File: src/hw/rtl/ipk_pkg.sv
// Shared types, codes and constants of the iambic paddle keyer.
// No dependencies; every other keyer file but ipk_if imports this package.
`default_nettype none

package ipk_pkg;

    // speed register limits and reset value
    localparam logic [5:0] WPM_MIN   = 6'd5;
    localparam logic [5:0] WPM_MAX   = 6'd60;
    localparam logic [5:0] WPM_RESET = 6'd20;

    // register width, index width and register indexes
    localparam int CFG_DATA_W  = 6;
    localparam int CFG_INDEX_W = 1;
    localparam logic [CFG_INDEX_W-1:0] REG_WPM    = 1'd0;
    localparam logic [CFG_INDEX_W-1:0] REG_MODE_B = 1'd1;

    // tick counter
    localparam int TICKS_W = 10;
    localparam int TICKS_MAX = 1023;
    localparam int UNIT_NUMERATOR_DEFAULT = 1200;
    localparam int DASH_UNITS = 3;

    // element codes as seen on the result word
    typedef enum logic [1:0] {
        EL_NONE = 2'd0,
        EL_DOT  = 2'd1,
        EL_DASH = 2'd2
    } element_t;

    // keyer phase, one-hot
    typedef enum logic [2:0] {
        PH_IDLE = 3'b001,
        PH_KEY  = 3'b010,
        PH_GAP  = 3'b100
    } phase_t;

    // timing settings handed from the register block to the core
    typedef struct packed {
        logic               mode_b;
        logic [TICKS_W-1:0] unit_ticks;
        logic [TICKS_W-1:0] dash_ticks;
    } cfg_t;

    // one result word
    typedef struct packed {
        logic     key_down;
        element_t element;
        logic     element_started;
    } res_t;

    // saturate a tick count to the counter range
    function automatic logic [TICKS_W-1:0] sat_ticks(input int t);
        logic [TICKS_W-1:0] r;
        if (t > TICKS_MAX)
            r = TICKS_W'(TICKS_MAX);
        else
            r = TICKS_W'(t);
        return r;
    endfunction

endpackage

`default_nettype wire

File: src/hw/rtl/ipk_if.sv
// Valid/ready channel interfaces for paddle words and keyer result words.
// Depends on nothing; payload widths are fixed by the field list.
`default_nettype none

interface ipk_paddle_if;
    logic valid;
    logic ready;
    logic dot_paddle;
    logic dash_paddle;

    modport source (output valid, output dot_paddle, output dash_paddle, input ready);
    modport sink   (input valid, input dot_paddle, input dash_paddle, output ready);
endinterface

interface ipk_key_if;
    logic       valid;
    logic       ready;
    logic       key_down;
    logic [1:0] element;
    logic       element_started;

    modport source (output valid, output key_down, output element, output element_started,
                    input ready);
    modport sink   (input valid, input key_down, input element, input element_started,
                    output ready);
endinterface

`default_nettype wire

File: src/hw/rtl/ipk_cfg.sv
// Configuration registers: speed clamp, unit lookup and mode select.
// Depends on ipk_pkg; the unit table is built at elaboration.
`default_nettype none

module ipk_cfg #(
    parameter int UNIT_NUMERATOR = ipk_pkg::UNIT_NUMERATOR_DEFAULT
) (
    input  wire logic                             clk,
    input  wire logic                             rst_n,
    input  wire logic                             cfg_we,
    input  wire logic [ipk_pkg::CFG_INDEX_W-1:0]  cfg_index,
    input  wire logic [ipk_pkg::CFG_DATA_W-1:0]   cfg_data,
    output ipk_pkg::cfg_t                         cfg
);
    import ipk_pkg::*;

    localparam int TabDepth = 2 ** CFG_DATA_W;
    localparam int ResetRaw = UNIT_NUMERATOR / int'(WPM_RESET);

    logic [TICKS_W-1:0] unit_tab [TabDepth];
    logic [TICKS_W-1:0] dash_tab [TabDepth];
    logic [CFG_DATA_W-1:0] wpm_clamped;
    logic                  mode_b_reg;
    logic [TICKS_W-1:0]    unit_reg;
    logic [TICKS_W-1:0]    dash_reg;

    // unit and dash lengths for every legal speed
    for (genvar g = 0; g < TabDepth; g++) begin : g_tab
        if (g >= int'(WPM_MIN) && g <= int'(WPM_MAX)) begin : g_legal
            localparam int Raw = UNIT_NUMERATOR / g;
            assign unit_tab[g] = sat_ticks(Raw);
            assign dash_tab[g] = sat_ticks(Raw * DASH_UNITS);
        end else begin : g_unused
            assign unit_tab[g] = '0;
            assign dash_tab[g] = '0;
        end
    end

    // clamp the written speed to the legal range
    always_comb
    begin
        if (cfg_data < WPM_MIN)
            wpm_clamped = WPM_MIN;
        else if (cfg_data > WPM_MAX)
            wpm_clamped = WPM_MAX;
        else
            wpm_clamped = cfg_data;
    end

    // register writes
    always_ff @(posedge clk or negedge rst_n)
    begin
        if (!rst_n)
        begin
            mode_b_reg <= 1'b0;
            unit_reg   <= sat_ticks(ResetRaw);
            dash_reg   <= sat_ticks(ResetRaw * DASH_UNITS);
        end
        else if (cfg_we)
        begin
            case (cfg_index)
                REG_WPM:
                begin
                    unit_reg <= unit_tab[wpm_clamped];
                    dash_reg <= dash_tab[wpm_clamped];
                end
                REG_MODE_B:
                begin
                    mode_b_reg <= cfg_data[0];
                end
                default:
                begin
                end
            endcase
        end
    end

    assign cfg.mode_b     = mode_b_reg;
    assign cfg.unit_ticks = unit_reg;
    assign cfg.dash_ticks = dash_reg;

endmodule

`default_nettype wire

File: src/hw/rtl/ipk_core.sv
// Keyer state: paddle latches, element choice and tick countdown.
// Depends on ipk_pkg; state advances once per accepted paddle word.
`default_nettype none

module ipk_core (
    input  wire logic          clk,
    input  wire logic          rst_n,
    input  ipk_pkg::cfg_t      cfg,
    input  wire logic          accept,
    input  wire logic          dot_paddle,
    input  wire logic          dash_paddle,
    output ipk_pkg::res_t      res
);
    import ipk_pkg::*;

    phase_t             phase_reg, phase_next;
    element_t           cur_reg, cur_next;
    logic               last_dot_reg, last_dot_next;
    logic [TICKS_W-1:0] ticks_reg, ticks_next;
    logic               dot_latch_reg, dot_latch_next;
    logic               dash_latch_reg, dash_latch_next;
    element_t           pick;
    logic               started;
    logic               keying;
    logic [TICKS_W-1:0] ticks_dec;

    always_comb
    begin
        phase_next      = phase_reg;
        cur_next        = cur_reg;
        last_dot_next   = last_dot_reg;
        ticks_next      = ticks_reg;
        dot_latch_next  = dot_latch_reg;
        dash_latch_next = dash_latch_reg;
        started         = 1'b0;
        pick            = EL_NONE;
        ticks_dec       = '0;

        // catch presses; mode b only takes the opposite paddle while keying
        case (phase_reg)
            PH_KEY:
            begin
                if (cfg.mode_b)
                begin
                    if (cur_reg != EL_DOT && dot_paddle)
                        dot_latch_next = 1'b1;
                    if (cur_reg != EL_DASH && dash_paddle)
                        dash_latch_next = 1'b1;
                end
            end
            default:
            begin
                if (dot_paddle)
                    dot_latch_next = 1'b1;
                if (dash_paddle)
                    dash_latch_next = 1'b1;
            end
        endcase

        // choose the next element when idle, alternating on a squeeze
        if (phase_reg == PH_IDLE)
        begin
            if (dot_latch_next && dash_latch_next)
                pick = last_dot_reg ? EL_DASH : EL_DOT;
            else if (dot_latch_next)
                pick = EL_DOT;
            else if (dash_latch_next)
                pick = EL_DASH;

            if (pick != EL_NONE)
            begin
                if (!cfg.mode_b && dot_latch_next && dash_latch_next)
                begin
                    dot_latch_next  = 1'b0;
                    dash_latch_next = 1'b0;
                end
                else if (pick == EL_DOT)
                    dot_latch_next = 1'b0;
                else
                    dash_latch_next = 1'b0;

                started       = 1'b1;
                phase_next    = PH_KEY;
                cur_next      = pick;
                last_dot_next = (pick == EL_DOT);
                ticks_next    = (pick == EL_DASH) ? cfg.dash_ticks : cfg.unit_ticks;
            end
        end

        // result word for this tick
        keying              = (phase_next == PH_KEY);
        res.key_down        = keying;
        res.element         = keying ? cur_next : EL_NONE;
        res.element_started = started;

        // count down the element or gap
        if (phase_next == PH_KEY || phase_next == PH_GAP)
        begin
            ticks_dec  = (ticks_next != '0) ? ticks_next - TICKS_W'(1) : '0;
            ticks_next = ticks_dec;
            if (ticks_dec == '0)
            begin
                if (phase_next == PH_KEY)
                begin
                    phase_next = PH_GAP;
                    ticks_next = cfg.unit_ticks;
                end
                else
                begin
                    phase_next = PH_IDLE;
                    cur_next   = EL_NONE;
                end
            end
        end
    end

    // state registers
    always_ff @(posedge clk or negedge rst_n)
    begin
        if (!rst_n)
        begin
            phase_reg      <= PH_IDLE;
            cur_reg        <= EL_NONE;
            last_dot_reg   <= 1'b0;
            ticks_reg      <= '0;
            dot_latch_reg  <= 1'b0;
            dash_latch_reg <= 1'b0;
        end
        else if (accept)
        begin
            phase_reg      <= phase_next;
            cur_reg        <= cur_next;
            last_dot_reg   <= last_dot_next;
            ticks_reg      <= ticks_next;
            dot_latch_reg  <= dot_latch_next;
            dash_latch_reg <= dash_latch_next;
        end
    end

endmodule

`default_nettype wire

File: src/hw/rtl/ipk_outbuf.sv
// Result register with a skid slot, so a word is taken while one waits.
// Depends on ipk_pkg for the result word type.
`default_nettype none

module ipk_outbuf (
    input  wire logic     clk,
    input  wire logic     rst_n,
    input  wire logic     accept,
    input  ipk_pkg::res_t res,
    output logic          in_ready,
    ipk_key_if.source     keying
);
    import ipk_pkg::*;

    logic main_valid_reg;
    logic skid_valid_reg;
    res_t main_reg;
    res_t skid_reg;
    logic take;

    assign take     = main_valid_reg && keying.ready;
    assign in_ready = !skid_valid_reg;

    // slot valid flags
    always_ff @(posedge clk or negedge rst_n)
    begin
        if (!rst_n)
        begin
            main_valid_reg <= 1'b0;
            skid_valid_reg <= 1'b0;
        end
        else if (take)
        begin
            main_valid_reg <= skid_valid_reg || accept;
            skid_valid_reg <= skid_valid_reg && accept;
        end
        else if (accept)
        begin
            main_valid_reg <= 1'b1;
            skid_valid_reg <= main_valid_reg;
        end
    end

    // slot payloads
    always_ff @(posedge clk)
    begin
        if (take)
        begin
            if (skid_valid_reg)
            begin
                main_reg <= skid_reg;
                if (accept)
                    skid_reg <= res;
            end
            else if (accept)
                main_reg <= res;
        end
        else if (accept)
        begin
            if (main_valid_reg)
                skid_reg <= res;
            else
                main_reg <= res;
        end
    end

    assign keying.valid           = main_valid_reg;
    assign keying.key_down        = main_reg.key_down;
    assign keying.element         = main_reg.element;
    assign keying.element_started = main_reg.element_started;

endmodule

`default_nettype wire

File: src/hw/rtl/iambic_paddle_keyer_unit.sv
// Iambic paddle keyer, modes A and B, one paddle word per millisecond tick.
// Results are registered in the main slot, or in the skid slot while one waits.
// Throughput: one word per cycle unless the skid slot is full; the state update
// is a single pass of logic, and a two-slot result buffer keeps input flowing while a result waits.
// Reset: asynchronous, active low; keyer idle, latches clear, 20 wpm, mode A.
`default_nettype none

module iambic_paddle_keyer_unit #(
    parameter int UNIT_NUMERATOR = ipk_pkg::UNIT_NUMERATOR_DEFAULT
) (
    input  wire logic                            clk,
    input  wire logic                            rst_n,
    input  wire logic                            cfg_we,
    input  wire logic [ipk_pkg::CFG_INDEX_W-1:0] cfg_index,
    input  wire logic [ipk_pkg::CFG_DATA_W-1:0]  cfg_data,
    ipk_paddle_if.sink                           paddles,
    ipk_key_if.source                            keying
);
    import ipk_pkg::*;

    cfg_t cfg;
    res_t res;
    logic accept;
    logic in_ready;

    assign paddles.ready = in_ready;
    assign accept        = paddles.valid && in_ready;

    // configuration registers
    ipk_cfg #(
        .UNIT_NUMERATOR (UNIT_NUMERATOR)
    ) u_cfg (
        .clk       (clk),
        .rst_n     (rst_n),
        .cfg_we    (cfg_we),
        .cfg_index (cfg_index),
        .cfg_data  (cfg_data),
        .cfg       (cfg)
    );

    // keyer state machine
    ipk_core u_core (
        .clk         (clk),
        .rst_n       (rst_n),
        .cfg         (cfg),
        .accept      (accept),
        .dot_paddle  (paddles.dot_paddle),
        .dash_paddle (paddles.dash_paddle),
        .res         (res)
    );

    // result buffer
    ipk_outbuf u_outbuf (
        .clk      (clk),
        .rst_n    (rst_n),
        .accept   (accept),
        .res      (res),
        .in_ready (in_ready),
        .keying   (keying)
    );

    // a result word is valid on the next cycle after every taken paddle word
    a_result_follows: assert property (@(posedge clk) disable iff (!rst_n)
        accept |=> keying.valid)
        else $error("no result word after an accepted paddle word");

    // an element code only accompanies key down
    a_element_keyed: assert property (@(posedge clk) disable iff (!rst_n)
        keying.valid && !keying.key_down |-> keying.element == EL_NONE)
        else $error("element reported with key up");

    // a start is always keyed
    a_start_keyed: assert property (@(posedge clk) disable iff (!rst_n)
        keying.valid && keying.element_started |-> keying.key_down)
        else $error("element start without key down");

    // a key-down result never carries the none code
    a_keyed_has_element: assert property (@(posedge clk) disable iff (!rst_n)
        keying.valid && keying.key_down
            |-> (keying.element == EL_DOT || keying.element == EL_DASH))
        else $error("key down without a dot or dash");

endmodule

`default_nettype wire
File: src/flat_wrapper.sv
// flat-port wrapper written by rule: the top's interface ports become plain ports
module iambic_paddle_keyer_unit_flat import ipk_pkg::*;
#(
    parameter int UNIT_NUMERATOR = ipk_pkg::UNIT_NUMERATOR_DEFAULT
)
  (clk, rst_n, cfg_we, cfg_index, cfg_data, paddles_valid, paddles_dot_paddle, paddles_dash_paddle, paddles_ready, keying_valid, keying_key_down, keying_element, keying_element_started, keying_ready);
  ipk_paddle_if paddles_i ();
  ipk_key_if keying_i ();
  input  wire logic clk;
  input  wire logic rst_n;
  input  wire logic cfg_we;
  input  wire logic [ipk_pkg::CFG_INDEX_W-1:0] cfg_index;
  input  wire logic [ipk_pkg::CFG_DATA_W-1:0] cfg_data;
  input wire logic [$bits(paddles_i.valid)-1:0] paddles_valid;
  input wire logic [$bits(paddles_i.dot_paddle)-1:0] paddles_dot_paddle;
  input wire logic [$bits(paddles_i.dash_paddle)-1:0] paddles_dash_paddle;
  output wire logic [$bits(paddles_i.ready)-1:0] paddles_ready;
  output wire logic [$bits(keying_i.valid)-1:0] keying_valid;
  output wire logic [$bits(keying_i.key_down)-1:0] keying_key_down;
  output wire logic [$bits(keying_i.element)-1:0] keying_element;
  output wire logic [$bits(keying_i.element_started)-1:0] keying_element_started;
  input wire logic [$bits(keying_i.ready)-1:0] keying_ready;
  assign paddles_i.valid = paddles_valid;
  assign paddles_i.dot_paddle = paddles_dot_paddle;
  assign paddles_i.dash_paddle = paddles_dash_paddle;
  assign paddles_ready = paddles_i.ready;
  assign keying_valid = keying_i.valid;
  assign keying_key_down = keying_i.key_down;
  assign keying_element = keying_i.element;
  assign keying_element_started = keying_i.element_started;
  assign keying_i.ready = keying_ready;
  iambic_paddle_keyer_unit #(.UNIT_NUMERATOR(UNIT_NUMERATOR)) u_core (.clk(clk), .rst_n(rst_n), .cfg_we(cfg_we), .cfg_index(cfg_index), .cfg_data(cfg_data), .paddles(paddles_i), .keying(keying_i));
endmodule
File: config.mk
export PLATFORM = sky130hd
export DESIGN_NAME = iambic_paddle_keyer_unit_flat
export DESIGN_NICKNAME = d
export VERILOG_FILES = /design/src/hw/rtl/ipk_pkg.sv /design/src/hw/rtl/ipk_if.sv /design/src/hw/rtl/ipk_cfg.sv /design/src/hw/rtl/ipk_core.sv /design/src/hw/rtl/ipk_outbuf.sv /design/src/hw/rtl/iambic_paddle_keyer_unit.sv /design/src/flat_wrapper.sv
export SDC_FILE = /design/constraint.sdc
export NUM_CORES = 1
export LEC_CHECK = 0
export BUFFER_PORTS_ARGS = -buffer_cell sky130_fd_sc_hd__buf_2
export CORE_UTILIZATION = 50
export DETAILED_ROUTE_END_ITERATION = 10
export PLACE_DENSITY = 0.72
export SYNTH_ARGS = -nofsm -noshare
export SYNTH_HDL_FRONTEND = slang
export SYNTH_SLANG_ARGS = --single-unit
export TNS_END_PERCENT = 10
File: constraint.sdc
create_clock -name clk -period 6.8 [get_ports clk]
set_input_delay 1.36 -clock clk [delete_from_list [all_inputs] [get_ports clk]]
set_output_delay 1.36 -clock clk [all_outputs]
set_load 0.01 [all_outputs]
== Word-level counts from Yosys, hierarchy flattened ==
Memory sizes are Yosys's and may differ from the RTL's. A register that Yosys moved wholly into a read port is not among the register bits.
Cells that the tools add are included.
W data, S select, Z words.
Word-level totals
  bits in registers: 29
  bits in read-only memories: 1280
  input port bits: 14
  output and inout bits: 6
  logic and storage cells: 113
  memories kept: 2
Cells by class
  add/subtract/negate cells: 1
  magnitude comparators: 2
  eq/ne operators: 11
  multiplexer cells: 55
  bitwise operators: 2
  reductions and logical operators: 25
Memories
  (no name shown): words 64, width 10, read ports 1, clocked after Yosys merged registers in 1, write ports 0, line ipk_cfg.sv:65  | dash_reg <= dash_tab[wpm_clamped];
  (no name shown): words 64, width 10, read ports 1, clocked after Yosys merged registers in 1, write ports 0, line ipk_cfg.sv:64  | unit_reg <= unit_tab[wpm_clamped];
Operator list (count)
  $mux W10: 7
  $mux W4: 9
  $mux W1: 22
  $mux W2: 10
  $mux W3: 5
  $mux W6: 2
  $logic_not A10 Y1: 1
  $reduce_bool A10 Y1: 1
  $sub A10 B1 Y10 const B: 1
  $logic_and A1 B1 Y1: 8
  $reduce_bool A2 Y1: 4
  $not A6 Y7: 1
  $eq A3 B2 Y1 const B: 2
  $gt A6 B6 Y1 const B: 1
  $lt A6 B3 Y1 const B: 1
  $ne A2 B2 Y1 const B: 3
  $reduce_and A3 Y1: 2
  $logic_not A1 Y1: 4
  $ne A2 B1 Y1 const B: 2
  $reduce_and A2 Y1: 2
  $reduce_and A4 Y1: 1
  $eq A3 B1 Y1 const B: 1
  $eq A3 B3 Y1 const B: 1
  $eq A2 B1 Y1 const B: 1
  other kinds (3): 4

== Logic depth before layout (Yosys ltp) ==
  depth in word-level cells: 18
  gate-level depth with buffers: 16
  gate-level depth less buffers: 14

== Cells and area by module ==
Synthesis repeated with hierarchy kept, for this count alone.
Second synthesis, totals
  cells, all modules: 501
  area total of the unflattened synthesis: 4207.8 sq um
By module, submodules not included
  ipk_cfg: times used 1, cells an instance 245, area an instance 1921.8 sq um, seq. area each 460.4 sq um
  ipk_core: times used 1, cells an instance 229, area an instance 1876.8 sq um, seq. area each 451.7 sq um
  ipk_outbuf: times used 1, cells an instance 26, area an instance 402.9 sq um, seq. area each 290.3 sq um
  iambic_paddle_keyer_unit: times used 1, cells an instance 1, area an instance 6.3 sq um, seq. area each 0.0 sq um

== Least setup slack after synthesis ==
OpenSTA, ideal clock, no wires.
  path kind: input-to-reg
  start point: in paddles_dot_paddle
  end point: reg u_core.u_core.phase_reg[1]
  setup time: 0.121 ns
  arrival time: 4.382 ns
  required time: 6.679 ns
  path slack: 2.297 ns
  stages on the path: 16
  path buffers: 2
  cells stage by stage: nor2_2 > or2_0 > buf_2 > o21a_2 > a22o_2 > a21oi_1 > ha_1 > inv_1 > a21oi_1 > o211ai_1 > xnor2_1 > or4_1 > o31a_1 > or2_1 > buf_2 > o22a_1
On the way
  cells in the longest elaborated chain, start to end: 16
  elaborated cells between the ends (all ways): 25
  those cells by class: add/sub: 1; eq/ne: 3; mux: 15; reduce/logical: 6
RTL lines
  from (decl): line flat_wrapper.sv:15  | input wire logic [$bits(paddles_i.dot_paddle)-1:0] paddles_dot_paddle;
  $logic_and A1 B1 Y1: line ipk_core.sv:45  | if (cur_reg != EL_DOT && dot_paddle)
  $mux W1: line ipk_core.sv:45
  $mux W1: line ipk_core.sv:43  | if (cfg.mode_b)
  $mux W1 *: line ipk_core.sv:40  | case (phase_reg)
  $mux W2 / $logic_and A1 B1 Y1 (equally long branches): line ipk_core.sv:65, ipk_core.sv:63
  $mux W2 *: line ipk_core.sv:63  | if (dot_latch_next && dash_latch_next)
  $mux W2 *: line ipk_core.sv:61  | if (phase_reg == PH_IDLE)
  $eq A2 B2 Y1: line ipk_core.sv:86  | ticks_next = (pick == EL_DASH) ? cfg.dash_ticks : cfg.unit_ticks;
  $mux W10: line ipk_core.sv:86
  $mux W10: line ipk_core.sv:70  | if (pick != EL_NONE)
  $mux W10: line ipk_core.sv:61
  $sub A10 B1 Y10 / $reduce_bool A10 Y1 (equally long branches): line ipk_core.sv:99  | ticks_dec = (ticks_next != '0) ? ticks_next - TICKS_W'(1) : '0;
  $mux W10: line ipk_core.sv:99
  $logic_not A10 Y1: line ipk_core.sv:101  | if (ticks_dec == '0)
  $mux W3: line ipk_core.sv:101
  $mux W3 *: line ipk_core.sv:97  | if (phase_next == PH_KEY || phase_next == PH_GAP)
  to (signal assigned): line ipk_core.sv:131  | phase_reg <= phase_next;
  to (decl): line ipk_core.sv:16  | phase_t phase_reg, phase_next;
Mark *: on every way between the ends. The rest lies on a longest branch, timed or not. The select of a mux whose other input is x is not followed.
A chain may end at the register's enable or synchronous reset.

== Worst setup path after layout ==
  start point: in paddles_dot_paddle
  end point: reg u_core.u_core.cur_reg[1]
On the way
  cells in the longest elaborated chain, start to end: 16
  elaborated cells between the ends (all ways): 28
  those cells by class: add/sub: 1; eq/ne: 3; mux: 18; reduce/logical: 6
RTL lines
  $logic_and A1 B1 Y1: line ipk_core.sv:45
  $mux W1: line ipk_core.sv:45
  $mux W1: line ipk_core.sv:43
  $mux W1 *: line ipk_core.sv:40
  $mux W2 / $logic_and A1 B1 Y1 (equally long branches): line ipk_core.sv:65, ipk_core.sv:63
  $mux W2 *: line ipk_core.sv:63
  $mux W2 *: line ipk_core.sv:61
  $eq A2 B2 Y1: line ipk_core.sv:86
  $mux W10: line ipk_core.sv:86
  $mux W10: line ipk_core.sv:70
  $mux W10: line ipk_core.sv:61
  $sub A10 B1 Y10 / $reduce_bool A10 Y1 (equally long branches): line ipk_core.sv:99
  $mux W10: line ipk_core.sv:99
  $logic_not A10 Y1: line ipk_core.sv:101
  $mux W2: line ipk_core.sv:101
  $mux W2 *: line ipk_core.sv:97
  to (signal assigned): line ipk_core.sv:132  | cur_reg <= cur_next;
  to (decl): line ipk_core.sv:17  | element_t cur_reg, cur_next;
Marked as above.

==> metrics.yaml <==
synth:
  synth_top_area_frac: 0.191
  yosysMostFrequentCell: "nand2_1"
  synth.area.top_cells: "dfrtp_1 (19%), o21ai_0 (7.4%), nand2_1 (7.4%)"
  synth_edf_count: 8
  synth_seq_cells: 47
  synth_area_leader_cell: "dfrtp_1"
  syn_avg_cell_area_um2: 7.72
  ys_top_cells_by_count: "nand2_1 (77), o21ai_0 (58), nor2_1 (40)"
  yosysUniqueCellTypes: 71
  ys_async_sr_fraction: 0.830
  synth_seq_area_share: 0.313
  ys.flop_type: "dfrtp_1"
  synth_nets: 537
  ys_warn_count: 0
  synthCells: 508
  syn_area_um2: 3920
clock_tree:
  post_cts_buffers: 0
  cts-root-buf: "clkbuf_8"
  cts_sinks: 47
  worstSkewPairLatency_ns: 0.30
  tritoncts: "built"
  numCtsBuffers: 5
  cts_resized: 0
  clk_pin_slew_ns: 0.09
  cts_max_level: 2
  clock_path_buffers: 2
  cts_hold_buf: 0
setup_path:
  crit_required_ns: 6.98
  cp-end-kind: "flip-flop"
  worst-setup-path-type: "primary input to flip-flop"
  cp_max_fo: 12
  start_kind: "primary input"
  crit_arrival_ns: 4.95
drt:
  drc: 0
  vias: 3884
  first_pass_iters: 5
  wirelength_mm: 11.0
  drtIter0Drc: 448
  viasPerCell: 6.47
  detail-route-antenna-nets: 0
  wl_per_cell_um: 18.3
sta:
  period_share: 0.702
  setup_violations: 0
  rsz0062_at_grt: "no"
  worst_pin_slew_ns: 0.951
  whs_ns: 0.485
  fmax_ghz: 0.210
  clock_skew_ns: 0.00549
  slew_violations: 0
  final_hold_viol_count: 0
  fin_crit_ns: 4.77
  slew_headroom: 0.366
  setup_tns_ns: 0
pwr:
  p_sw_mw: 0.514
  leakagePower_nw: 1.66
  power.internal_mw: 0.693
  seqPwrFrac: 0.367
  comb_power_share: 0.461
  power_per_cell_area_nw_per_um2: 293
  worst_ir_drop_vdd_mv: 0.104
  sw_frac_of_total: 0.426
  clockPowerShare: 0.173
place:
  port_buffers: 19
  hpwlAfterDp_mm: 8.09
  routabilityCongestion: 0.966
  place_inst: 592
cells_and_area:
  fin_nets: 529
  regArea_um2: 1230
  syn2layout_area_growth_pct: 4.94
  multi_input_area_um2: 2490
  nFillCells: 702
  diodes: 0
  final_cells: 600
  drive_gt1_frac: 0.132
grt:
  overflow: 0
  grt_pass1_vias: 3522
  grt_usage: 0.277
  grt_start_max_net_pins: 51
  grt_pass1_wl_mm: 18.2
  antenna_found_initial: 0
worst_hold_path:
  hold_path.class: "flip-flop to flip-flop"
die:
  die_h_um: 90.6
  pin_count: 20
  die_width_um: 90.6
  dieArea_um2: 8200
  fp.coreArea_um2: 7410
  rows: 31
  initial_utilization: 0.529
flow_run:
  cap_violations: 0
status:
  status: "complete, no violations"
[path summary, 6_finish.rpt]
kind,startpoint,end,slack (ns),cells past startpoint
max in group asynchronous,rst_n,u_core.u_cfg.unit_reg[6],5.07,1
worst min register to register,u_core.u_cfg.dash_reg[8],u_core.u_cfg.dash_reg[8],0.49,2
worst min-delay path,u_core.u_cfg.dash_reg[8],u_core.u_cfg.dash_reg[8],0.49,2
worst max-delay path,paddles_dot_paddle,u_core.u_core.cur_reg[1],2.03,15
worst max register to register,u_core.u_core.phase_reg[0],u_core.u_core.cur_reg[1],2.56,13
min in group asynchronous,rst_n,u_core.u_core.dot_latch_reg,1.17,1
[cell type report]
type / count / share of cell area
multi-input cells: 410 / 0.605
repair buffers: 20 / 0.0249
well taps: 99 / 0.0301
inverters: 16 / 0.0146
clock inverters: 3 / 0.0103
clock buffers: 5 / 0.0167
flip-flops and latches: 47 / 0.298
[placed cells by master (no fill, tap or decap), drive strengths merged, types with 10 or more instances in the layout]
cell type	synthesis	final
o21ai	60	60
inv	15	16
o31ai	10	10
a21o	11	11
ha	15	15
nor2	42	42
buf	9	20
a21oi	39	39
dfrtp	30	30
nand3	13	13
nor3	10	10
nand2	77	77
[critical path: stages]
cell	delay (ns)
buf_2	0.11
nor2_2	0.06
or2_0	0.29
o21a_2	0.33
a22o_2	0.31
a21oi_1	0.32
ha_1	0.25
inv_1	0.08
a21oi_1	0.12
o211ai_1	0.12
xnor2_1	0.16
or4_1	0.46
o31a_1	0.33
nor4_1	0.52
o31ai_1	0.11
[metal layers]
layer / GRT usage / part of all wire / up-vias
met5: 0 / 0 / -
met4: 0.0874 / 0.021 / 0
met3: 0.0379 / 0.072 / 26
met2: 0.413 / 0.43 / 171
met1: 0.413 / 0.48 / 1847
li1: - / - / 1840
[through the flow]
stage               instance area (um^2)  utilization  power, mW  worst slack (ns)
global placement                    4010        0.541      0.975              1.86
global route                        4120        0.556       1.29              1.76
floorplan                           3920            -      0.843              2.30
finish                              4120        0.556       1.21              2.03
detailed placement                  4010        0.541      0.992              1.77
CTS                                 4120        0.556       1.20              2.08
[power by group through the flow]
stage | logic [mW] | clock network, mW | registers [mW]
after global placement | 0.533 | 0 | 0.442
after CTS | 0.549 | 0.215 | 0.440
after floorplan | 0.415 | 0 | 0.428
after detailed placement | 0.547 | 0 | 0.445
final | 0.556 | 0.209 | 0.442
after global routing | 0.617 | 0.224 | 0.450
[logic make-up after synthesis]
family	share of synthesized area
AOI/OAI and AO/OA	0.318
xor gates and xnor gates	0.0134
adders and majority gates	0.0478
buffers and inverters	0.0520
DFF	0.313
muxes	0.0278
and+or+nand+nor	0.228
Note: power is estimated with default switching activity, not from simulation.
